## config.mk

```make
export PLATFORM = sky130hd
export DESIGN_NAME = signed_int_to_radix_ascii
export DESIGN_NICKNAME = d
export VERILOG_FILES = /design/src/hdl/sitra_pkg.sv /design/src/hdl/signed_int_to_radix_ascii.sv /design/src/hdl/sitra_ram.sv /design/src/hdl/sitra_div.sv
export VERILOG_INCLUDE_DIRS = /design/src /design/src/hdl
export SDC_FILE = /design/constraint.sdc
export NUM_CORES = 1
export LEC_CHECK = 0
export BUFFER_PORTS_ARGS = -buffer_cell sky130_fd_sc_hd__buf_4
export CAP_MARGIN = 10
export CORE_ASPECT_RATIO = 1.4
export CORE_UTILIZATION = 60
export DETAILED_ROUTE_END_ITERATION = 12
export PLACE_DENSITY = 0.74
export SLEW_MARGIN = 40
export SYNTH_ARGS = -nofsm -noshare
export SYNTH_HDL_FRONTEND = slang
export SYNTH_HIERARCHICAL = 1
export SYNTH_SLANG_ARGS = --single-unit
```

## constraint.sdc

```tcl
create_clock -name clk -period 3.6 [get_ports clk]
set_input_delay 0.36 -clock clk [delete_from_list [all_inputs] [get_ports clk]]
set_output_delay 0.36 -clock clk [all_outputs]
set_load 0.02 [all_outputs]
```

## src/hdl/signed_int_to_radix_ascii_defines.svh

```systemverilog
// Assertion macros for the top-level RTL file.
`ifndef SIGNED_INT_TO_RADIX_ASCII_DEFINES_SVH
`define SIGNED_INT_TO_RADIX_ASCII_DEFINES_SVH

`ifndef NO_ASSERTIONS

// Checked only outside reset.
`define SITRA_ASSERT(name, clock, reset, prop, msg) \
  name: assert property (@(posedge clock) disable iff (reset) prop) else $error(msg);

// Checked at every edge, reset included.
`define SITRA_ASSERT_ALWAYS(name, clock, prop, msg) \
  name: assert property (@(posedge clock) prop) else $error(msg);

`else

`define SITRA_ASSERT(name, clock, reset, prop, msg)
`define SITRA_ASSERT_ALWAYS(name, clock, prop, msg)

`endif

`endif

```

## src/hdl/sitra_pkg.sv

```systemverilog
`default_nettype none

package sitra_pkg;

  localparam int DIGIT_W = 6;

  localparam logic [DIGIT_W-1:0] RADIX_RESET = 6'd10;
  localparam logic [DIGIT_W-1:0] RADIX_MIN   = 6'd2;
  localparam logic [DIGIT_W-1:0] RADIX_MAX   = 6'd36;
  localparam logic [DIGIT_W-1:0] DECIMAL_LIMIT = 6'd10;

  localparam logic [7:0] CHAR_ZERO     = 8'h30;  // '0'
  localparam logic [7:0] CHAR_MINUS    = 8'h2D;  // '-'
  localparam logic [7:0] LETTER_OFFSET = 8'd87;  // 10 -> 'a'

  typedef enum logic [4:0] {
    ST_IDLE = 5'b00001,
    ST_DIV  = 5'b00010,
    ST_SIGN = 5'b00100,
    ST_READ = 5'b01000,
    ST_LOAD = 5'b10000
  } state_t;

  function automatic logic [7:0] digit_char(input logic [DIGIT_W-1:0] d);
    logic [7:0] wide;
    wide = {2'b00, d};
    if (d >= DECIMAL_LIMIT) begin
      return wide + LETTER_OFFSET;
    end
    return wide + CHAR_ZERO;
  endfunction

endpackage

`default_nettype wire

```

## src/hdl/signed_int_to_radix_ascii.sv

```systemverilog
// Converts one signed VALUE_BITS-bit integer per input beat into its ASCII
// text in the base held in the radix register (2..36; 0 and 1 act as 2, 37
// and up act as 36; reset value 10). Output beats carry one character each,
// most significant first, with '-' ahead of a negative value and 'a'..'z'
// for digits 10..35; tlast marks the final character. The most negative
// value converts as magnitude 2^(VALUE_BITS-1). Digits come from a shared
// bit-serial divider; then the '-' goes out, if any, and each digit is
// read back from the digit RAM. The input is not ready until the last
// character has been loaded into the output register, where it may still
// wait when the next value is taken. Write the radix only while idle.
`default_nettype none

`include "signed_int_to_radix_ascii_defines.svh"

module signed_int_to_radix_ascii #(
  parameter int VALUE_BITS = 32
) (
  input  wire logic                                  clk,
  input  wire logic                                  rst,
  input  wire logic                                  cfg_wen,
  input  wire logic [sitra_pkg::DIGIT_W-1:0]         cfg_wdata,   // radix
  input  wire logic                                  s_tvalid,
  output logic                                       s_tready,
  input  wire logic [((VALUE_BITS+7)/8)*8-1:0]       s_tdata,     // value
  output logic                                       m_tvalid,
  input  wire logic                                  m_tready,
  output logic      [7:0]                            m_tdata,     // character
  output logic                                       m_tlast      // last_char
);

  localparam int DW   = sitra_pkg::DIGIT_W;
  localparam int AW   = $clog2(VALUE_BITS);
  localparam int CNTW = $clog2(VALUE_BITS + 1);

  sitra_pkg::state_t state, state_next;

  logic [DW-1:0]         radix;
  logic [DW-1:0]         radix_eff;
  logic                  accept;
  logic [VALUE_BITS-1:0] value_in;
  logic                  neg_in;
  logic [VALUE_BITS-1:0] mag_in;
  logic                  neg;
  logic [CNTW-1:0]       cnt;
  logic [CNTW-1:0]       cnt_m1;
  logic                  out_free;
  logic                  last_load;
  logic                  div_start;
  logic [VALUE_BITS-1:0] div_dividend;
  logic [VALUE_BITS-1:0] div_quo;
  logic [DW-1:0]         div_rem;
  logic                  div_done;
  logic                  div_last;
  logic [DW-1:0]         ram_rdata;

  always_comb begin
    if (radix < sitra_pkg::RADIX_MIN) begin
      radix_eff = sitra_pkg::RADIX_MIN;
    end else if (radix > sitra_pkg::RADIX_MAX) begin
      radix_eff = sitra_pkg::RADIX_MAX;
    end else begin
      radix_eff = radix;
    end
  end

  assign s_tready = (state == sitra_pkg::ST_IDLE);
  assign accept   = s_tvalid && s_tready;
  assign value_in = s_tdata[VALUE_BITS-1:0];
  assign neg_in   = value_in[VALUE_BITS-1];
  assign mag_in   = neg_in ? (~value_in + VALUE_BITS'(1)) : value_in;
  assign out_free = !m_tvalid || m_tready;
  assign cnt_m1   = cnt - CNTW'(1);
  assign last_load = (state == sitra_pkg::ST_LOAD) && out_free && (cnt == CNTW'(1));

  // Stop on a zero quotient or when the store is full.
  assign div_last     = (div_quo == '0) || (cnt == CNTW'(VALUE_BITS - 1));
  assign div_start    = accept || (div_done && !div_last);
  assign div_dividend = accept ? mag_in : div_quo;

  sitra_div #(
    .VALUE_BITS(VALUE_BITS)
  ) u_div (
    .clk       (clk),
    .rst       (rst),
    .start     (div_start),
    .dividend  (div_dividend),
    .divisor   (radix_eff),
    .quotient  (div_quo),
    .remainder (div_rem),
    .done      (div_done)
  );

  sitra_ram #(
    .WIDTH(DW),
    .DEPTH(VALUE_BITS)
  ) u_digits (
    .clk   (clk),
    .we    (div_done),
    .waddr (cnt[AW-1:0]),
    .wdata (div_rem),
    .re    (state == sitra_pkg::ST_READ),
    .raddr (cnt_m1[AW-1:0]),
    .rdata (ram_rdata)
  );

  always_comb begin
    state_next = state;
    case (state)
      sitra_pkg::ST_IDLE: begin
        if (accept) begin
          state_next = sitra_pkg::ST_DIV;
        end
      end
      sitra_pkg::ST_DIV: begin
        if (div_done && div_last) begin
          state_next = neg ? sitra_pkg::ST_SIGN : sitra_pkg::ST_READ;
        end
      end
      sitra_pkg::ST_SIGN: begin
        if (out_free) begin
          state_next = sitra_pkg::ST_READ;
        end
      end
      sitra_pkg::ST_READ: begin
        state_next = sitra_pkg::ST_LOAD;
      end
      sitra_pkg::ST_LOAD: begin
        if (out_free) begin
          state_next = (cnt == CNTW'(1)) ? sitra_pkg::ST_IDLE : sitra_pkg::ST_READ;
        end
      end
      default: begin
        state_next = sitra_pkg::ST_IDLE;
      end
    endcase
  end

  always_ff @(posedge clk) begin
    if (rst) begin
      state    <= sitra_pkg::ST_IDLE;
      radix    <= sitra_pkg::RADIX_RESET;
      cnt      <= '0;
      neg      <= 1'b0;
      m_tvalid <= 1'b0;
    end else begin
      state <= state_next;
      if (cfg_wen) begin
        radix <= cfg_wdata;
      end
      if (accept) begin
        cnt <= '0;
        neg <= neg_in;
      end else if (div_done) begin
        cnt <= cnt + CNTW'(1);
      end else if (state == sitra_pkg::ST_LOAD && out_free) begin
        cnt <= cnt_m1;
      end
      if ((state == sitra_pkg::ST_SIGN || state == sitra_pkg::ST_LOAD) && out_free) begin
        m_tvalid <= 1'b1;
      end else if (m_tready) begin
        m_tvalid <= 1'b0;
      end
    end
  end

  always_ff @(posedge clk) begin
    if (state == sitra_pkg::ST_SIGN && out_free) begin
      m_tdata <= sitra_pkg::CHAR_MINUS;
      m_tlast <= 1'b0;
    end else if (state == sitra_pkg::ST_LOAD && out_free) begin
      m_tdata <= sitra_pkg::digit_char(ram_rdata);
      m_tlast <= (cnt == CNTW'(1));
    end
  end

  `SITRA_ASSERT(a_done_in_div, clk, rst, div_done |-> state == sitra_pkg::ST_DIV, "stray done")
  `SITRA_ASSERT(a_rem_below_radix, clk, rst, div_done |-> div_rem < radix_eff, "digit >= radix")
  `SITRA_ASSERT(a_cnt_bound, clk, rst, cnt <= CNTW'(VALUE_BITS), "count past depth")
  `SITRA_ASSERT(a_last_to_idle, clk, rst, last_load |=> s_tready && m_tvalid && m_tlast, "bad end")

endmodule

`default_nettype wire

```

## src/hdl/sitra_ram.sv

```systemverilog
`default_nettype none

module sitra_ram #(
  parameter int WIDTH = 6,
  parameter int DEPTH = 32
) (
  input  wire logic                     clk,
  input  wire logic                     we,
  input  wire logic [$clog2(DEPTH)-1:0] waddr,
  input  wire logic [WIDTH-1:0]         wdata,
  input  wire logic                     re,
  input  wire logic [$clog2(DEPTH)-1:0] raddr,
  output logic      [WIDTH-1:0]         rdata
);

  logic [WIDTH-1:0] mem [DEPTH];

  always_ff @(posedge clk) begin
    if (we) begin
      mem[waddr] <= wdata;
    end
    if (re) begin
      rdata <= mem[raddr];
    end
  end

endmodule

`default_nettype wire

```

## src/hdl/sitra_div.sv

```systemverilog
`default_nettype none

// Restoring divider, one quotient bit per cycle. The remainder stays below
// the divisor, so it fits the digit width.
module sitra_div #(
  parameter int VALUE_BITS = 32
) (
  input  wire logic                           clk,
  input  wire logic                           rst,
  input  wire logic                           start,
  input  wire logic [VALUE_BITS-1:0]          dividend,
  input  wire logic [sitra_pkg::DIGIT_W-1:0]  divisor,
  output logic      [VALUE_BITS-1:0]          quotient,
  output logic      [sitra_pkg::DIGIT_W-1:0]  remainder,
  output logic                                done
);

  localparam int DW = sitra_pkg::DIGIT_W;
  localparam int CW = $clog2(VALUE_BITS);

  logic          busy;
  logic [CW-1:0] step;
  logic [DW-1:0] dvs;
  logic [DW:0]   trial;
  logic          ge;
  logic [DW:0]   diff;
  logic [DW-1:0] rem_next;

  assign trial    = {remainder, quotient[VALUE_BITS-1]};
  assign ge       = trial >= {1'b0, dvs};
  assign diff     = trial - {1'b0, dvs};
  assign rem_next = ge ? diff[DW-1:0] : trial[DW-1:0];

  always_ff @(posedge clk) begin
    if (rst) begin
      busy <= 1'b0;
      done <= 1'b0;
      step <= '0;
    end else begin
      done <= 1'b0;
      if (start) begin
        busy <= 1'b1;
        step <= CW'(VALUE_BITS - 1);
      end else if (busy) begin
        if (step == '0) begin
          busy <= 1'b0;
          done <= 1'b1;
        end else begin
          step <= step - CW'(1);
        end
      end
    end
  end

  always_ff @(posedge clk) begin
    if (start) begin
      quotient  <= dividend;
      remainder <= '0;
      dvs       <= divisor;
    end else if (busy) begin
      quotient  <= {quotient[VALUE_BITS-2:0], ge};
      remainder <= rem_next;
    end
  end

endmodule

`default_nettype wire

```

==> metrics.txt <==
# TYPE chip_impl_metric gauge
chip_impl_info{name="status",value="finished, final reports clean"} 1
chip_impl_metric{name="first_drt_iteration_drcs",unit=""} 551
chip_impl_metric{name="synth_edf_count",unit=""} 236
chip_impl_metric{name="gp_routability_congestion",unit=""} 0.829
chip_impl_metric{name="place.port_buffers",unit=""} 53
chip_impl_metric{name="antenna_left",unit=""} 0
chip_impl_metric{name="finish.net_count",unit=""} 987
chip_impl_metric{name="grt.total_usage",unit="%"} 25.4
chip_impl_metric{name="core.rowCount",unit=""} 62
chip_impl_metric{name="transition_time_of_the_tightest_slew_check_pin",unit="ns"} 0.836
chip_impl_metric{name="min_period_over_period",unit="%"} 84.4
chip_impl_metric{name="vias",unit=""} 7651
chip_impl_metric{name="areaGrowthSynthToFinish",unit="%"} 12.1
chip_impl_metric{name="drv.max_cap_violation_count",unit=""} 0
chip_impl_metric{name="number_of_standard_cells_after_synthesis",unit=""} 879
chip_impl_metric{name="start_util",unit="%"} 61.6
chip_impl_metric{name="die_h",unit="um"} 175
chip_impl_info{name="cp_slowest_cell",value="sky130_fd_sc_hd__mux4_2"} 1
chip_impl_info{name="predominant_post_synthesis_flop_cell",value="sky130_fd_sc_hd__edfxtp_1"} 1
chip_impl_metric{name="synth_top_area_share",unit="%"} 55.6
chip_impl_metric{name="final_report_hold_violation_count",unit=""} 0
chip_impl_metric{name="leakage_component_of_the_power",unit="nW"} 5.02
chip_impl_metric{name="critical-path-max-stage-delay",unit="ns"} 0.52
chip_impl_metric{name="finalClockSkew",unit="ns"} 0.0185
chip_impl_info{name="r2r_path_start",value="cnt[1]"} 1
chip_impl_metric{name="final_layout_size_suffix_gt1_share",unit="%"} 24.7
chip_impl_info{name="grt_setup_unrepaired",value="no"} 1
chip_impl_metric{name="wirelength",unit="um"} 26700
chip_impl_info{name="holdCritPathClass",value="in -> reg"} 1
chip_impl_metric{name="worst_skew_pair_later_pin_latency",unit="ns"} 0.54
chip_impl_info{name="synth_most_common_cell",value="sky130_fd_sc_hd__edfxtp_1"} 1
chip_impl_metric{name="setup_violating_endpoint_count_in_the_final_report",unit=""} 0
chip_impl_metric{name="grt_first_pass_wirelength",unit="um"} 42400
chip_impl_metric{name="power.density_cell_area",unit="nW/um2"} 618
chip_impl_metric{name="maxSlewHeadroom",unit="%"} 44.1
chip_impl_metric{name="fp.dieArea",unit="um2"} 21900
chip_impl_metric{name="placed_cells_incl_taps",unit=""} 1154
chip_impl_metric{name="timing.final.crit_period",unit="ns"} 3.04
chip_impl_metric{name="maximum_number_of_pins_on_one_net_before_global_route_repair",unit=""} 53
chip_impl_info{name="ordered_cell_list_for_the_critical_path",value="inv_1 -> ha_1 -> xor2_4 -> buf_12 -> mux4_2 -> mux4_2 -> mux2_2"} 1
chip_impl_metric{name="synth.yosys.warnings",unit=""} 6
chip_impl_metric{name="cts_made_buffers",unit=""} 26
chip_impl_metric{name="worstPathArrival",unit="ns"} 3.33
chip_impl_info{name="crit_type",value="reg -> reg"} 1
chip_impl_metric{name="cts_setup_buffers",unit=""} 0
chip_impl_info{name="critPathCaptureType",value="register"} 1
chip_impl_metric{name="wl_per_cell",unit="um"} 22.2
chip_impl_metric{name="ys_async_sr_fraction",unit="%"} 0
chip_impl_metric{name="synth_area_per_cell",unit="um2"} 14.5
chip_impl_info{name="cts_tree",value="done"} 1
chip_impl_metric{name="gr-total-overflow",unit=""} 0
chip_impl_metric{name="dieWidth",unit="um"} 125
chip_impl_metric{name="clock_tree.htree_level_count",unit=""} 1
chip_impl_metric{name="finalSetupTns",unit="ns"} 0
chip_impl_info{name="synth_top_cell_by_area",value="sky130_fd_sc_hd__edfxtp_1"} 1
chip_impl_info{name="synthTopCellsByArea",value="sky130_fd_sc_hd__edfxtp_1 (56%), sky130_fd_sc_hd__mux4_2 (11%), sky130_fd_sc_hd__dfxtp_1 (6.4%)"} 1
chip_impl_metric{name="grt_pass1_vias",unit=""} 7802
chip_impl_metric{name="post_dp_hpwl",unit="um"} 18100
chip_impl_metric{name="achievable-frequency",unit="GHz"} 0.329
chip_impl_metric{name="detail_route.vias_per_cell",unit=""} 6.37
chip_impl_metric{name="design.core.area",unit="um2"} 20700
chip_impl_metric{name="ys_ff_latch",unit=""} 277
chip_impl_metric{name="ir_worst_vdd",unit="uV"} 506
chip_impl_metric{name="post_layout_nonfiller_instances",unit=""} 1202
chip_impl_info{name="startpoint_class_of_the_critical_path",value="register"} 1
chip_impl_metric{name="detail_route.first_pass.iterations",unit=""} 5
chip_impl_info{name="critPathLaunch",value="cnt[1]"} 1
chip_impl_metric{name="crit_required",unit="ns"} 3.89
chip_impl_metric{name="cts.clk_slew.worst_paths",unit="ns"} 0.07
chip_impl_metric{name="i_o_pins",unit=""} 54
chip_impl_metric{name="number_of_antenna_violations_at_the_first_check_in_global_routing",unit=""} 0
chip_impl_metric{name="synth_fp_nets",unit=""} 940
chip_impl_metric{name="max-clock-path-buffers",unit=""} 3
chip_impl_metric{name="ys_types",unit=""} 59
chip_impl_metric{name="timing.final.max_slew_violations",unit=""} 0
chip_impl_metric{name="antennaDiodeCount",unit=""} 0
chip_impl_metric{name="synth_sequential_area_ratio",unit="%"} 62.0
chip_impl_metric{name="postCtsHoldBufs",unit=""} 0
chip_impl_info{name="synth_top_cells_by_count",value="sky130_fd_sc_hd__edfxtp_1 (236), sky130_fd_sc_hd__nor2_1 (73), sky130_fd_sc_hd__mux4_2 (60), sky130_fd_sc_hd__nand2_1 (51), sky130_fd_sc_hd__dfxtp_1 (41)"} 1
chip_impl_info{name="cell_type_with_the_highest_occurrence_count_on_the_critical_path",value="sky130_fd_sc_hd__mux4_2"} 1
chip_impl_metric{name="cts_resized",unit=""} 0
chip_impl_metric{name="crit_path_max_fanout",unit=""} 40
chip_impl_metric{name="synth_area",unit="um2"} 12800
chip_impl_metric{name="clock_sinks",unit=""} 277
chip_impl_metric{name="drcViolationCount",unit=""} 0
chip_impl_info{name="worstHoldStart",value="cfg_wdata[1]"} 1
chip_impl_info{name="cts.root.buffer_cell",value="sky130_fd_sc_hd__clkbuf_16"} 1
[flip-flops by register name, indices dropped and copies added, names as in the netlist]
| signal | count |
|---|---|
| cnt | 6 |
| m_tdata | 8 |
| m_tlast | 1 |
| m_tvalid | 1 |
| neg | 1 |
| radix | 6 |
| state | 5 |
| u_digits/mem | 192 |
| u_digits/rdata | 6 |
| u_div/busy | 1 |
| u_div/done | 1 |
| u_div/dvs | 6 |
| u_div/quotient | 32 |
| u_div/remainder | 6 |
| u_div/step | 5 |
[worst paths after layout]
| path | endpoint | slack [ns] | depth (start not counted) |
|---|---|---|---|
| worst max-delay path | u_digits/rdata[5] | 0.56 | 7 |
| worst min-delay path | radix[1] | 0.03 | 2 |
| worst max register to register | u_digits/rdata[5] | 0.56 | 7 |
| worst min register to register | m_tdata[6] | 0.47 | 2 |
[layer usage]
layer	vias up	wire length [um]	part of all wire (%)	GRT usage (%)
met5	-	0	0	0
met4	0	720	2.7	9.10
met3	49	1180	4.4	2.52
met2	263	15100	56	48.4
met1	3840	9750	36	29.6
li1	3499	-	-	-
[layout by cell type, fill, tap and decap left out, types with 7 or more instances in the layout]
| master | n |
|---|---|
| sky130_fd_sc_hd__or3_1 | 12 |
| sky130_fd_sc_hd__o21ai_1 | 9 |
| sky130_fd_sc_hd__o21ai_0 | 33 |
| sky130_fd_sc_hd__nor2_1 | 73 |
| sky130_fd_sc_hd__mux4_2 | 60 |
| sky130_fd_sc_hd__clkbuf_16 | 26 |
| sky130_fd_sc_hd__a21oi_1 | 27 |
| sky130_fd_sc_hd__buf_4 | 63 |
| sky130_fd_sc_hd__inv_1 | 28 |
| sky130_fd_sc_hd__xor2_1 | 29 |
| sky130_fd_sc_hd__nor3_1 | 16 |
| sky130_fd_sc_hd__nor2b_1 | 11 |
| sky130_fd_sc_hd__xnor2_1 | 13 |
| sky130_fd_sc_hd__edfxtp_1 | 236 |
| sky130_fd_sc_hd__nand3_1 | 12 |
| sky130_fd_sc_hd__mux2i_1 | 8 |
| sky130_fd_sc_hd__o41ai_1 | 7 |
| sky130_fd_sc_hd__nor4_1 | 12 |
| sky130_fd_sc_hd__o31ai_1 | 9 |
| sky130_fd_sc_hd__nand2_1 | 51 |
| sky130_fd_sc_hd__mux2_2 | 39 |
| sky130_fd_sc_hd__dfxtp_1 | 41 |
| sky130_fd_sc_hd__ha_1 | 17 |
[cell type report]
| class | count | area (um2) |
|---|---|---|
| timing repair buffer | 65 | 504 |
| clock buffer | 31 | 719 |
| sequential | 277 | 7910 |
| inverter | 30 | 113 |
| tap | 256 | 320 |
| fill | 1342 | 6420 |
| multi-input combinational | 526 | 4560 |
| clock inverter | 17 | 165 |
[stage by stage]
| step | total power, mW | area, um2 | hold WS, ns | utilization, % | setup WS [ns] |
|---|---|---|---|---|---|
| detailed placement | 6.12 | 13400 | 0.452 | 64.7 | 0.578 |
| global route | 9.20 | 14300 | 0.0299 | 69.0 | 0.397 |
| finish | 8.83 | 14300 | 0.0317 | 69.0 | 0.560 |
| CTS | 8.87 | 14300 | 0.0132 | 69.0 | 0.579 |
| global placement | 6.01 | 13400 | 0.449 | 64.6 | 0.610 |
| floorplan | 5.57 | 12800 | 0.420 | - | 0.592 |
[critical path: cells and delay by family, from the launching register on]
family	cells	cell delay, ns
flip-flops	1	0.49
buffers and inverters	2	0.42
XOR/XNOR	1	0.39
multiplexers	3	1.21
adder cells (fa/ha/maj)	1	0.28
[logic make-up after synthesis]
logic type,count (synthesis),synth area share (%)
xor gates and xnor gates,43,2.95
muxes,108,14.8
and+or+nand+nor,226,8.65
AOI/OAI and AO/OA,130,7.14
DFF,277,62.0
buffers and inverters,76,2.57
adders and majority gates,19,1.90
[power breakdown]
group / internal [mW] / switching, mW
logic: 0.696 / 1.04
clock network: 1.58 / 1.18
registers: 4.12 / 0.211
total: 6.40 / 2.43
No activity file was read; power rests on OpenSTA's default activity.
